[src/sv/bmlw_pkg.sv]
// ----------------------------------------------------------------------------
// bmlw_pkg
// Types and constants shared by the button, mode, LED and watchdog controller.
// ----------------------------------------------------------------------------
package bmlw_pkg;

  // one tick of input
  typedef struct packed {
    logic       button_level;
    logic [1:0] stim_quartile;
    logic       link_activity;
    logic       battery_low;
    logic       debug_hold;
  } tick_t;

  // one result per tick
  typedef struct packed {
    logic led_drive;
    logic stim_active;
    logic hv_charge_enable;
    logic shutdown_active;
    logic save_settings_pulse;
    logic supply_enable;
    logic link_error;
    logic short_press_event;
    logic long_press_event;
    logic button_held;
  } result_t;

  typedef struct packed {
    logic [7:0]  short_press_count;
    logic [7:0]  long_press_count;
    logic [3:0]  fast_blink_base;
    logic [7:0]  slow_blink_ticks;
    logic [3:0]  blink_on_ticks;
    logic [15:0] idle_timeout_ticks;
    logic [15:0] comm_timeout_ticks;
    logic [15:0] supply_off_ticks;
  } cfg_t;

  typedef enum logic [2:0] {
    REG_SHORT_PRESS  = 3'd0,
    REG_LONG_PRESS   = 3'd1,
    REG_FAST_BASE    = 3'd2,
    REG_SLOW_BLINK   = 3'd3,
    REG_BLINK_ON     = 3'd4,
    REG_IDLE_TIMEOUT = 3'd5,
    REG_COMM_TIMEOUT = 3'd6,
    REG_SUPPLY_OFF   = 3'd7
  } cfg_index_t;

  typedef enum logic [1:0] {
    MODE_ON   = 2'd0,
    MODE_OFF  = 2'd1,
    MODE_FAST = 2'd2,
    MODE_SLOW = 2'd3
  } led_mode_t;

  typedef struct packed {
    logic [8:0]  press_counter;
    logic [8:0]  blink_counter;
    led_mode_t   led_mode;
    logic        led_level;
    logic        run_enable;
    logic        hv_enable;
    logic        shutting_down;
    logic        save_pending;
    logic        receive_error_flag;
    logic [16:0] idle_watchdog;
    logic [15:0] shutdown_counter;
  } state_t;

  localparam cfg_t CFG_RESET = '{
    short_press_count:  8'd1,
    long_press_count:   8'd16,
    fast_blink_base:    4'd4,
    slow_blink_ticks:   8'd32,
    blink_on_ticks:     4'd1,
    idle_timeout_ticks: 16'd6000,
    comm_timeout_ticks: 16'd100,
    supply_off_ticks:   16'd1000
  };

  localparam state_t STATE_RESET = '{
    press_counter:      9'd0,
    blink_counter:      9'd0,
    led_mode:           MODE_ON,
    led_level:          1'b0,
    run_enable:         1'b0,
    hv_enable:          1'b0,
    shutting_down:      1'b0,
    save_pending:       1'b0,
    receive_error_flag: 1'b0,
    idle_watchdog:      17'd6000,
    shutdown_counter:   16'd0
  };

  localparam logic [15:0] SHUTDOWN_COUNT_MAX = 16'hFFFF;

endpackage

[src/sv/button_mode_led_watchdog_ctrl.sv]
// ----------------------------------------------------------------------------
// button_mode_led_watchdog_ctrl
// Push-button mode control, LED blinking, idle watchdog and shutdown sequencing.
// ----------------------------------------------------------------------------
// Each transfer on the tick channel is one tick and gives exactly one result.
// A tick is captured in an input register, passes once through the next-state
// logic and lands in the result register, which presents it on the result
// channel; the block sustains one tick per clock while result_stall is low,
// and a new tick can be taken into the input register while the previous
// result still waits on result_stall. Configuration registers are written
// through cfg_we/cfg_index/cfg_data and must only be changed while no tick
// is in flight.
module button_mode_led_watchdog_ctrl (
  input  logic                clk,
  input  logic                rst,
  input  logic                tick_valid,
  output logic                tick_stall,
  input  bmlw_pkg::tick_t     tick,
  output logic                result_valid,
  input  logic                result_stall,
  output bmlw_pkg::result_t   result,
  input  logic                cfg_we,
  input  logic [2:0]          cfg_index,
  input  logic [15:0]         cfg_data
);

  bmlw_pkg::cfg_t    cfg;
  bmlw_pkg::state_t  st;
  bmlw_pkg::state_t  st_next;
  bmlw_pkg::tick_t   tick_q;
  bmlw_pkg::result_t res_next;
  logic              tick_q_valid;
  logic              advance;

  assign advance    = tick_q_valid && (!result_valid || !result_stall);
  assign tick_stall = tick_q_valid && !advance;

  bmlw_step u_step (
    .cfg     (cfg),
    .st      (st),
    .tick    (tick_q),
    .st_next (st_next),
    .res     (res_next)
  );

  always_ff @(posedge clk) begin
    if (rst) begin
      cfg <= bmlw_pkg::CFG_RESET;
    end else if (cfg_we) begin
      unique case (bmlw_pkg::cfg_index_t'(cfg_index))
        bmlw_pkg::REG_SHORT_PRESS:  cfg.short_press_count  <= cfg_data[7:0];
        bmlw_pkg::REG_LONG_PRESS:   cfg.long_press_count   <= cfg_data[7:0];
        bmlw_pkg::REG_FAST_BASE:    cfg.fast_blink_base    <= cfg_data[3:0];
        bmlw_pkg::REG_SLOW_BLINK:   cfg.slow_blink_ticks   <= cfg_data[7:0];
        bmlw_pkg::REG_BLINK_ON:     cfg.blink_on_ticks     <= cfg_data[3:0];
        bmlw_pkg::REG_IDLE_TIMEOUT: cfg.idle_timeout_ticks <= cfg_data;
        bmlw_pkg::REG_COMM_TIMEOUT: cfg.comm_timeout_ticks <= cfg_data;
        bmlw_pkg::REG_SUPPLY_OFF:   cfg.supply_off_ticks   <= cfg_data;
        default: ;
      endcase
    end
  end

  always_ff @(posedge clk) begin
    if (rst) begin
      st           <= bmlw_pkg::STATE_RESET;
      tick_q_valid <= 1'b0;
      result_valid <= 1'b0;
    end else begin
      if (tick_valid && !tick_stall) begin
        tick_q_valid <= 1'b1;
      end else if (advance) begin
        tick_q_valid <= 1'b0;
      end
      if (advance) begin
        st           <= st_next;
        result_valid <= 1'b1;
      end else if (!result_stall) begin
        result_valid <= 1'b0;
      end
    end
  end

  // payload registers
  always_ff @(posedge clk) begin
    if (tick_valid && !tick_stall) tick_q <= tick;
    if (advance)                   result <= res_next;
  end

endmodule

[src/sv/bmlw_step.sv]
// ----------------------------------------------------------------------------
// bmlw_step
// Next-state and result logic for one tick of the controller.
// ----------------------------------------------------------------------------
module bmlw_step (
  input  bmlw_pkg::cfg_t    cfg,
  input  bmlw_pkg::state_t  st,
  input  bmlw_pkg::tick_t   tick,
  output bmlw_pkg::state_t  st_next,
  output bmlw_pkg::result_t res
);

  always_comb begin
    logic [8:0]  pc;
    logic [8:0]  bc;
    logic [8:0]  lim;
    logic [3:0]  off;
    logic [16:0] wd;
    logic [15:0] sdc;
    logic        ev_short;
    logic        ev_long;
    logic        run;
    logic        hv;
    logic        sd;
    logic        save;
    logic        err;
    logic        do_sd;
    logic        pulse;
    logic        lvl;
    bmlw_pkg::led_mode_t mode;

    pc       = st.press_counter;
    bc       = st.blink_counter;
    wd       = st.idle_watchdog;
    sdc      = st.shutdown_counter;
    run      = st.run_enable;
    hv       = st.hv_enable;
    sd       = st.shutting_down;
    save     = st.save_pending;
    err      = st.receive_error_flag;
    lvl      = st.led_level;
    mode     = st.led_mode;
    ev_short = 1'b0;
    ev_long  = 1'b0;
    pulse    = 1'b0;
    lim      = 9'd0;
    off      = 4'd0;

    // press counter: up while held, down after release
    if (!tick.button_level) begin
      if (pc != 9'd0) begin
        pc = pc - 9'd1;
        if (pc == {1'b0, cfg.short_press_count}) begin
          ev_short = 1'b1;
          pc       = 9'd0;
        end else if (pc == {1'b0, cfg.long_press_count}) begin
          pc = 9'd0;
        end
      end
    end else begin
      if (pc <= {1'b0, cfg.long_press_count}) pc = pc + 9'd1;
      if (pc == {1'b0, cfg.long_press_count}) ev_long = 1'b1;
    end

    if (ev_short) begin
      run = ~run;
      hv  = run;
      err = 1'b0;
      sd  = 1'b0;
    end else if (ev_long) begin
      if (run) save = 1'b1;
      run = 1'b0;
      sd  = 1'b1;
    end

    if (tick.link_activity) begin
      wd = {1'b0, cfg.idle_timeout_ticks} + {1'b0, cfg.comm_timeout_ticks};
    end

    do_sd = sd;
    if (!tick.debug_hold) begin
      if (wd == 17'd0) do_sd = 1'b1;
      else             wd = wd - 17'd1;
      if (tick.battery_low) do_sd = 1'b1;
      // error set on an earlier tick stops stimulation
      if (err) run = 1'b0;
      if (wd == {1'b0, cfg.idle_timeout_ticks}) err = 1'b1;
    end

    if (do_sd) begin
      sd = 1'b1;
      if (save) begin
        save  = 1'b0;
        pulse = 1'b1;
      end
      if (sdc != bmlw_pkg::SHUTDOWN_COUNT_MAX) sdc = sdc + 16'd1;
    end

    if (sd) begin
      mode = (mode == bmlw_pkg::MODE_ON) ? bmlw_pkg::MODE_OFF : bmlw_pkg::MODE_ON;
    end else begin
      mode = run ? bmlw_pkg::MODE_FAST : bmlw_pkg::MODE_SLOW;
    end

    unique case (mode)
      bmlw_pkg::MODE_ON:  lvl = 1'b1;
      bmlw_pkg::MODE_OFF: lvl = 1'b0;
      bmlw_pkg::MODE_FAST: begin
        off = (cfg.fast_blink_base > {2'b00, tick.stim_quartile}) ?
              cfg.fast_blink_base - {2'b00, tick.stim_quartile} : 4'd0;
        lim = {5'd0, off} + {5'd0, cfg.blink_on_ticks};
        bc  = bc + 9'd1;
        // on wrap the led keeps its level
        if (bc > lim) bc = 9'd0;
        else          lvl = (bc > {5'd0, off});
      end
      bmlw_pkg::MODE_SLOW: begin
        lim = {1'b0, cfg.slow_blink_ticks} + {5'd0, cfg.blink_on_ticks};
        bc  = bc + 9'd1;
        if (bc > lim) bc = 9'd0;
        else          lvl = (bc >= {1'b0, cfg.slow_blink_ticks});
      end
      default: lvl = 1'b0;
    endcase

    st_next.press_counter      = pc;
    st_next.blink_counter      = bc;
    st_next.led_mode           = mode;
    st_next.led_level          = lvl;
    st_next.run_enable         = run;
    st_next.hv_enable          = hv;
    st_next.shutting_down      = sd;
    st_next.save_pending       = save;
    st_next.receive_error_flag = err;
    st_next.idle_watchdog      = wd;
    st_next.shutdown_counter   = sdc;

    res.led_drive           = lvl;
    res.stim_active         = run;
    res.hv_charge_enable    = hv & ~sd;
    res.shutdown_active     = sd;
    res.save_settings_pulse = pulse;
    res.supply_enable       = !(sdc > cfg.supply_off_ticks);
    res.link_error          = err;
    res.short_press_event   = ev_short;
    res.long_press_event    = ev_long;
    res.button_held         = tick.button_level;
  end

endmodule

[config.mk]
export PLATFORM = sky130hd
export DESIGN_NAME = button_mode_led_watchdog_ctrl
export DESIGN_NICKNAME = d
export VERILOG_FILES = /design/src/sv/bmlw_pkg.sv /design/src/sv/button_mode_led_watchdog_ctrl.sv /design/src/sv/bmlw_step.sv
export SDC_FILE = /design/constraint.sdc
export NUM_CORES = 1
export LEC_CHECK = 0
export BUFFER_PORTS_ARGS = -buffer_cell sky130_fd_sc_hd__buf_4
export CAP_MARGIN = 20
export CORE_MARGIN = 4
export CORE_UTILIZATION = 55
export CTS_CLUSTER_SIZE = 30
export DETAILED_ROUTE_END_ITERATION = 16
export PLACE_DENSITY = 0.7
export SYNTH_ARGS = -nofsm -noshare
export SYNTH_HDL_FRONTEND = slang
export SYNTH_SLANG_ARGS = --single-unit
[constraint.sdc]
create_clock -name clk -period 7.7 [get_ports clk]
set_input_delay 1.54 -clock clk [delete_from_list [all_inputs] [get_ports clk]]
set_output_delay 1.54 -clock clk [all_outputs]
set_load 0.02 [all_outputs]
==> results of run 1 <==
routing by layer:
| metal | routed length [um] | track usage | vias up |
|---|---|---|---|
| met5 | 0 | 0 | - |
| met4 | 430 | 0.06882 | 0 |
| met3 | 1764 | 0.04418 | 39 |
| met2 | 13300 | 0.4165 | 272 |
| met1 | 14320 | 0.4005 | 4663 |
| li1 | - | - | 4855 |
layout make-up:
type / instances / area (um^2)
well taps: 265 / 331.6
repair buffers: 50 / 375.4
fillers: 1776 / 7610
multi-input cells: 1081 / 7069
inverters: 53 / 198.9
clock buffers: 17 / 425.4
clock inverters: 15 / 148.9
flip-flops and latches: 157 / 3303
worst max path at each step:
| stage | start | to | cells after the start |
|---|---|---|---|
| after floorplan | cfg[32] | result[4] | 25 |
| after global placement | cfg[32] | result[4] | 22 |
| after detailed placement | cfg[32] | result[4] | 22 |
| after CTS | cfg[32] | result[4] | 22 |
| after global routing | cfg[32] | result[4] | 24 |
| final | cfg[32] | result[4] | 22 |
stage by stage:
stage | hold WS (ns) | area (um^2) | instances | setup slack [ns] | utilization
final | 0.4558 | 11850 | 1638 | 1.829 | 0.6090
after global routing | 0.4745 | 11850 | 1638 | 1.344 | 0.6090
after CTS | 0.4556 | 11850 | 1637 | 1.858 | 0.6086
after detailed placement | 0.4464 | 11270 | 1605 | 1.875 | 0.5791
after global placement | 0.4403 | 11270 | 1605 | 2.021 | 0.5791
after floorplan | 0.4312 | 10860 | 1359 | 2.488 | -
sequential cells by signal, indices dropped and copies added, names as in the netlist:
name	flops
tick_q_valid	1
tick_q	6
st	59
result	10
cfg	80
result_valid	1
synth_stat cells (5+ instances only):
cell / n / area, um^2
and2_1: 6 / 37.54
dfxtp_1: 141 / 2823
nor3_1: 31 / 155.2
o21ai_0: 44 / 220.2
nand2b_1: 16 / 100.1
o211ai_1: 25 / 187.7
mux2i_1: 22 / 220.2
nand4b_1: 5 / 43.79
o22ai_1: 5 / 31.28
nor4_1: 6 / 37.54
o31a_1: 5 / 43.79
and3_1: 28 / 175.2
or2_2: 8 / 50.05
a31oi_1: 8 / 50.05
inv_1: 51 / 191.4
nor4b_1: 5 / 43.79
buf_4: 6 / 45.04
a22oi_1: 9 / 67.56
or4_1: 6 / 45.04
a21o_1: 18 / 135.1
or3_1: 10 / 62.56
nand4_1: 14 / 87.58
a21oi_1: 116 / 580.6
a32o_1: 8 / 80.08
nand3_1: 56 / 280.3
nor3b_1: 7 / 52.55
o21a_1: 12 / 90.09
buf_1: 5 / 18.77
ha_1: 81 / 1013
xor2_1: 30 / 262.8
nor2_1: 101 / 379.1
a211oi_1: 13 / 97.59
xnor2_1: 67 / 586.8
buf_2: 9 / 45.04
edfxtp_1: 16 / 480.5
nor2b_1: 17 / 106.4
clkbuf_1: 48 / 180.2
nand2_1: 216 / 810.8
cell families after synthesis:
kind of cell | after synthesis
fa+ha+maj | 85
xor+xnor | 99
buf+inv | 121
compound gates | 325
flops | 157
mux | 27
simple gates | 545
report_power, final:
| part | internal (W) | switching, W | total, W | leakage [nW] |
|---|---|---|---|---|
| Combinational | 0.000160 | 0.000247 | 0.000406 | 3.01 |
| Sequential | 0.000852 | 0.0000320 | 0.000884 | 1.30 |
| Clock | 0.000431 | 0.000398 | 0.000830 | 0.284 |
| Total | 0.00144 | 0.000677 | 0.00212 | 4.59 |
worst max-delay path: stages, from the launching register on:
cell       delay (ns)
dfxtp_1          0.38
ha_1             0.20
inv_1            0.06
fa_1             0.41
nand2b_1         0.20
a211oi_2         0.49
mux2i_1          0.32
nand3_2          0.14
or4b_4           0.62
a2111oi_4        0.49
a21oi_2          0.14
o22ai_4          0.16
and2_1           0.43
mux2_2           0.40
ha_1             0.29
nor2b_1          0.14
o21a_1           0.11
o21ai_0          0.07
nand2b_1         0.07
a21oi_1          0.06
o21ai_0          0.16
a21oi_1          0.09
a32o_1           0.20
==> impl_metrics.yaml, run 1 <==
layout:
  final_cell_mix: "nand2_1 (216), dfxtp_1 (141), a21oi_1 (116)"
  synthToLayoutAreaGrowth_pct: 9.136
  drive_gt1_frac: 0.08449
  antenna_cells: 0
  final_common_cell: "nand2_1"
  finish.net_count: 1475
power_and_ir_drop:
  ir_worst_vdd_uv: 161.7
  post-layout-total-power_w: 0.002120
  power.density_nw_per_um2: 178.9
  p_leak_nw: 4.595
floorplan:
  core-area_um2: 19460
  io_pins: 42
  row_count: 51
  start_util: 0.5580
  dieArea_um2: 22060
  die_w_um: 148.5
  die_h_um: 148.5
worst_hold_path:
  worstHoldEndpoint: "st[18]"
  worstHoldStart: "st[18]"
  holdPathStages: 2
  timing.hold.worst.class: "reg -> reg"
routing:
  wl_per_cell_um: 18.20
  vias: 9829
  dr.pass1.iters: 6
  final_antenna_net_count: 0
  drt_iter0_markers: 757
  wl_um: 29820
  drc: 0
  avgViaCountPerCell: 6.001
cts:
  cts_htree_levels: 4
  cts_root_buf: "clkbuf_16"
  clk_pin_slew_ns: 0.07
  post_cts_buffers: 0
  cts_hold_buffers: 0
  clockBufferDepth: 2
  cts_buffers: 17
  clk_latency_ns: 0.44
  cts_resized: 0
  cts.sinks: 157
  cts_tree: "built"
worst_setup_path:
  crit_fanout: 12
  timing.rr.end: "result[4]"
  r2r-start: "cfg[32]"
  crit_arrival_ns: 6.07
  worstPathRequired_ns: 7.90
  crit_type: "reg -> reg"
  worstSetupEndpointType: "flop"
  rrSetupSlack_ns: 1.83
  worstSetupStartpointType: "flop"
  r2r_cells: 22
logic_synthesis:
  ys_seq_area_frac: 0.3041
  synth_fa_ha_area_frac: 0.1007
  synth_edf_count: 16
  synthSimpleGateAreaFrac: 0.2396
  synthCells: 1359
  syn_avg_cell_area_um2: 7.991
  synth_top_family_by_area: "simple AND/OR/NAND/NOR gates"
  synth_xor_area_frac: 0.08237
  synthMuxAreaShare: 0.02546
  ys_warn_count: 0
  synthArstFlopShare: 0
  synthFlopType: "dfxtp_1"
  yosysUniqueCellTypes: 83
  ys_ff_latch: 157
  synthesis.area_um2: 10860
  synth_compound_area_frac: 0.2028
  synth_nets: 1474
sta:
  tightest_slew_ns: 1.073
  period_share: 0.7624
  finalSetupViolations: 0
  post-route-min-period_ns: 5.871
  rsz0062_at_grt: "no"
  slew_headroom: 0.2822
  setup_tns_ns: 0
  slew_viol_final: 0
  clock.fmax_mhz: 170.3
  hold_violations: 0
  finClkSkew_ns: 0.009514
place:
  gp_congestion: 0.9794
  hpwl_um: 21540
  port_buffers: 41
run:
  drv_cap: 0
global_route:
  grt_usage: 0.2720
  gr-total-overflow: 0
  grt_pass1_vias: 9121
  grt_pass1_wl_um: 48490
  antenna_found_initial: 0
  grt_max_degree: 56
outcome:
  status: "complete, no violations"
Note: power is estimated with default switching activity, not from simulation.
==> run 2, diff against run 1 <==
PLACE_DENSITY = 0.73   (was 0.7)
clock period = 5.4 ns   (was 7.7 ns; I/O delays follow)
==> impl_metrics.yaml, run 2 (same netlist as run 1, synthesis figures left out) <==
cts:
  cts_hold_buffers: 0
  cts.sinks: 157
  cts_buffers: 17
  clockBufferDepth: 2
  cts_tree: "built"
  cts_htree_levels: 4
  clk_latency_ns: 0.44
  cts_root_buf: "clkbuf_16"
  clk_pin_slew_ns: 0.07
layout:
  fin_cells: 1668
  synthToLayoutAreaGrowth_pct: 11.70
  antenna_cells: 0
  fillers: 1713
  drive_gt1_frac: 0.1076
  regMostFlops: "cfg"
  largestRegisters: "cfg x80, st x59, result x10"
  final_core_util: 0.6233
  final_common_cell: "nand2_1"
  final_cell_mix: "nand2_1 (216), dfxtp_1 (140), a21oi_1 (116)"
  finish.net_count: 1505
  largest_register_ffs: 80
global_route:
  grt_pass1_vias: 9462
  antenna_found_initial: 0
  grt_max_degree: 56
  gr-total-overflow: 0
  grt_usage: 0.2695
  grt_pass1_wl_um: 48330
place:
  placed_cells: 1629
  post-place-ws_ns: 0.01870
  gp_congestion: 0.9979
  hpwl_um: 21810
  port_buffers: 41
floorplan:
  io_pins: 42
  row_count: 51
  core-area_um2: 19460
  dieArea_um2: 22060
  die_w_um: 148.5
  die_h_um: 148.5
  start_util: 0.5580
outcome:
  status: "complete, no violations"
sta:
  slew_viol_final: 0
  tightest_slew_ns: 1.098
  clock.fmax_mhz: 193.4
  setup_ws_ns: 0.2287
  finClkSkew_ns: 0.01027
  hold_violations: 0
  setup_tns_ns: 0
  post-route-min-period_ns: 5.171
  slew_headroom: 0.2652
  finalSetupViolations: 0
  period_share: 0.9576
worst_setup_path:
  crit_type: "reg -> reg"
  worstPathRequired_ns: 5.59
  crit_arrival_ns: 5.36
  cp.depth: 20
  endpoint: "result[4]"
  worstSetupStartpointType: "flop"
  worstSetupEndpointType: "flop"
  path_delay_family: "simple AND/OR/NAND/NOR gates"
  cp_cell_sequence: "ha_2, inv_1, fa_1, nand2b_1, a211oi_2, mux2i_1, nand3_2, or4b_4, a2111oi_4, a21oi_2, o22ai_4, buf_6, and4_4, nand3_1, mux2_1, ha_1, nand4_1, nor2_1, a21oi_1, a32o_1"
  crit_buf_inv: 2
  r2r_cells: 20
  timing.rr.end: "result[4]"
  r2r-start: "cfg[32]"
  slowest_delay_ns: 0.59
  crit_fanout: 23
  crit_slowest_cell: "or4b_4"
  crit_start: "cfg[32]"
  rrSetupSlack_ns: 0.23
run:
  drv_cap: 0
routing:
  final_antenna_net_count: 0
  dr.pass1.iters: 6
  vias: 10060
  wl_um: 29810
  wl_per_cell_um: 17.87
  drc: 0
  drt_iter0_markers: 834
  avgViaCountPerCell: 6.029
power_and_ir_drop:
  power.density_nw_per_um2: 254.9
  ir_worst_vdd_uv: 220.9
  p_leak_nw: 4.753
  post-layout-total-power_w: 0.003093
worst_hold_path:
  timing.hold.worst.class: "reg -> reg"
run 2: worst min path at each step:
stage	start	depth (start not counted)	endpoint
3_3_place_gp	st[16]	2	st[16]
4_1_cts	cfg[1]	2	cfg[1]
2_1_floorplan	st[16]	2	st[16]
5_1_grt	cfg[1]	2	cfg[1]
6_report	cfg[1]	2	cfg[1]
3_5_place_dp	cfg[1]	2	cfg[1]
run 2: worst min-delay path, stage by stage (launching register included):
cell	delay, ns
dfxtp_1	0.31
nand2_1	0.05
a21oi_1	0.05
run 2: through the flow:
step	hold WS, ns	area [um^2]
CTS	0.4586	12040
global placement	0.4405	11440
global route	0.4826	12130
finish	0.4577	12130
floorplan	0.4312	10860
detailed placement	0.4491	11450
run 2: what timing repair did:
action                                  CTS  global route
endpoints found under the hold margin     0             0
setup buffers                             0             5
endpoints found under the setup margin    0             1
resized for setup                         0            11
run 2: layer usage:
metal | wire, um | track usage | vias to the layer above
met5 | 0 | 0 | -
met4 | 703 | 0.08406 | 0
met3 | 1963 | 0.04753 | 53
met2 | 13460 | 0.4246 | 356
met1 | 13690 | 0.3777 | 4735
li1 | - | - | 4913
run 2: where the power goes:
part           internal, W  total, W  leakage [nW]  switching [W]
clock             0.000664   0.00123         0.288       0.000568
combinational     0.000247  0.000612          3.17       0.000365
sequential         0.00121   0.00125          1.30      0.0000332
total              0.00213   0.00309          4.75       0.000967
run 2: cell type report:
class	instances	area, um^2	share of cell area
multi-input cells	1081	7101	0.5853
flip-flops and latches	157	3304	0.2724
repair buffers	80	604.3	0.04981
clock buffers	20	479.2	0.03950
well taps	265	331.6	0.02733
inverters	53	198.9	0.01640
clock inverters	12	112.6	0.009282
==> run 3, diff against run 2 <==
ABC_AREA = 1   (was not set)
==> impl_metrics.yaml, run 3 <==
floorplan:
  start_util: 0.5589
  row_count: 52
  die_w_um: 151.4
  die_h_um: 151.4
  dieArea_um2: 22920
  core-area_um2: 20230
  io_pins: 42
sta:
  hold_violations: 0
  slew_viol_final: 0
  tightest_slew_ns: 0.9050
  clock.fmax_mhz: 209.5
  setup_ws_ns: 0.6266
  post-route-min-period_ns: 4.773
  slew_headroom: 0.3945
  finalSetupViolations: 0
  finClkSkew_ns: 0.01288
  period_share: 0.8840
  setup_tns_ns: 0
  rsz0062_at_grt: "no"
cts:
  cts.sinks: 157
  cts_tree: "built"
  post_cts_buffers: 0
  cts_resized: 0
  cts_hold_buffers: 0
  clockBufferDepth: 2
  cts_root_buf: "clkbuf_16"
  cts_buffers: 17
  clk_pin_slew_ns: 0.07
  clk_latency_ns: 0.44
  cts_htree_levels: 4
worst_setup_path:
  crit_arrival_ns: 4.97
  worstSetupEndpointType: "flop"
  worstPathRequired_ns: 5.59
  slowest_delay_ns: 0.47
  crit_fanout: 18
  crit_type: "reg -> reg"
  crit_slowest_cell: "fa_1"
  worstSetupStartpointType: "flop"
layout:
  synthToLayoutAreaGrowth_pct: 9.538
  largestRegisters: "cfg x80, st x59, result x10"
  antenna_cells: 0
  final_cell_mix: "nand2_1 (383), inv_1 (230), nor2_1 (150)"
  regMostFlops: "cfg"
  finish.net_count: 1844
  fillers: 1978
  drive_gt1_frac: 0.09414
  largest_register_ffs: 80
  final_common_cell: "nand2_1"
logic_synthesis:
  synthTopCellsByCount: "nand2_1 (383), inv_1 (230), nor2_1 (151), dfxtp_1 (141), o21ai_0 (136)"
  synth_nets: 1825
  synthArstFlopShare: 0
  yosys.area.top_type: "dfxtp_1"
  synth_edf_count: 16
  ys_warn_count: 0
  ys_seq_area_frac: 0.2921
  yosysTopAreaCellShare: 0.2496
  yosysUniqueCellTypes: 54
  synthesis.area_um2: 11310
  syn_avg_cell_area_um2: 6.613
  synthCells: 1710
  ys_ff_latch: 157
  synth_most_common_cell: "nand2_1"
  yosys-top-cells-area: "dfxtp_1 (25%), nand2_1 (13%), ha_1 (9.0%)"
  synthFlopType: "dfxtp_1"
global_route:
  grt_pass1_vias: 10370
  gr-total-overflow: 0
  antenna_found_initial: 0
  grt_usage: 0.2863
  grt_max_degree: 60
  grt_pass1_wl_um: 51430
place:
  post-place-ws_ns: 0.6738
  gp_congestion: 1.021
  port_buffers: 41
  hpwl_um: 24820
routing:
  dr.pass1.iters: 7
  wl_um: 32690
  final_antenna_net_count: 0
  wl_per_cell_um: 16.25
  drc: 0
  drt_iter0_markers: 978
  vias: 11380
  avgViaCountPerCell: 5.656
power_and_ir_drop:
  ir_worst_vdd_uv: 224.4
  post-layout-total-power_w: 0.003462
  power.density_nw_per_um2: 279.5
  p_leak_nw: 5.990
worst_hold_path:
  timing.hold.worst.class: "reg -> reg"
run:
  drv_cap: 0
outcome:
  status: "complete, no violations"
==> run 3: where the power goes <==
group / internal [W] / leakage (nW) / switching, W / total, W
combinational: 0.000320 / 4.40 / 0.000618 / 0.000939
sequential: 0.00124 / 1.31 / 0.0000592 / 0.00130
clock: 0.000660 / 0.287 / 0.000566 / 0.00123
total: 0.00222 / 5.99 / 0.00124 / 0.00346
==> run 3: worst paths after layout <==
check | from | endpoint | slack (ns) | cells after the start
worst min-delay path | st[34] | st[34] | 0.46 | 2
worst max register to register | cfg[32] | result[4] | 0.63 | 29
worst min register to register | st[34] | st[34] | 0.46 | 2
worst max-delay path | cfg[32] | result[4] | 0.63 | 29
==> run 3: area by class of cell <==
class | instances | area (um^2) | area share
repair buffers | 50 | 375.4 | 0.03030
clock inverters | 15 | 170.2 | 0.01374
flip-flops and latches | 157 | 3303 | 0.2667
inverters | 251 | 944.7 | 0.07626
clock buffers | 17 | 425.4 | 0.03434
well taps | 270 | 337.8 | 0.02727
multi-input cells | 1252 | 6830 | 0.5514
==> run 3: worst max-delay path, delay by kind of cell (launching register included) <==
family | cells | cell delay [ns]
buffers and inverters | 6 | 0.66
adder cells (fa/ha/maj) | 4 | 1.13
AND/OR/NAND/NOR | 14 | 1.68
AO/OA/AOI/OAI | 5 | 0.70
flip-flops | 1 | 0.35
==> run 3: logic make-up (layout without fill, tap and decap cells) <==
logic type | Yosys count | in the layout | synth area share
buf+inv | 301 | 333 | 0.1046
simple gates | 785 | 785 | 0.3078
flops | 157 | 157 | 0.2921
compound gates | 336 | 336 | 0.1625
xor+xnor | 46 | 46 | 0.03629
fa+ha+maj | 85 | 85 | 0.09670
==> run 3: per-stage QoR <==
step | hold slack [ns] | util | area [um^2] | std cells
floorplan | 0.4244 | - | 11310 | 1710
global placement | 0.4443 | 0.5827 | 11790 | 1980
detailed placement | 0.4529 | 0.5827 | 11790 | 1980
CTS | 0.4633 | 0.6122 | 12390 | 2012
global route | 0.4862 | 0.6122 | 12390 | 2012
finish | 0.4599 | 0.6122 | 12390 | 2012
==> run 3: metal layers <==
metal	up-vias	global-route usage	wire length, um	share of wire
li1	5659	-	-	-
met1	5168	0.3812	14160	0.43
met2	460	0.4570	14770	0.45
met3	92	0.05745	2651	0.081
met4	0	0.1102	1109	0.034
met5	-	0	0	0
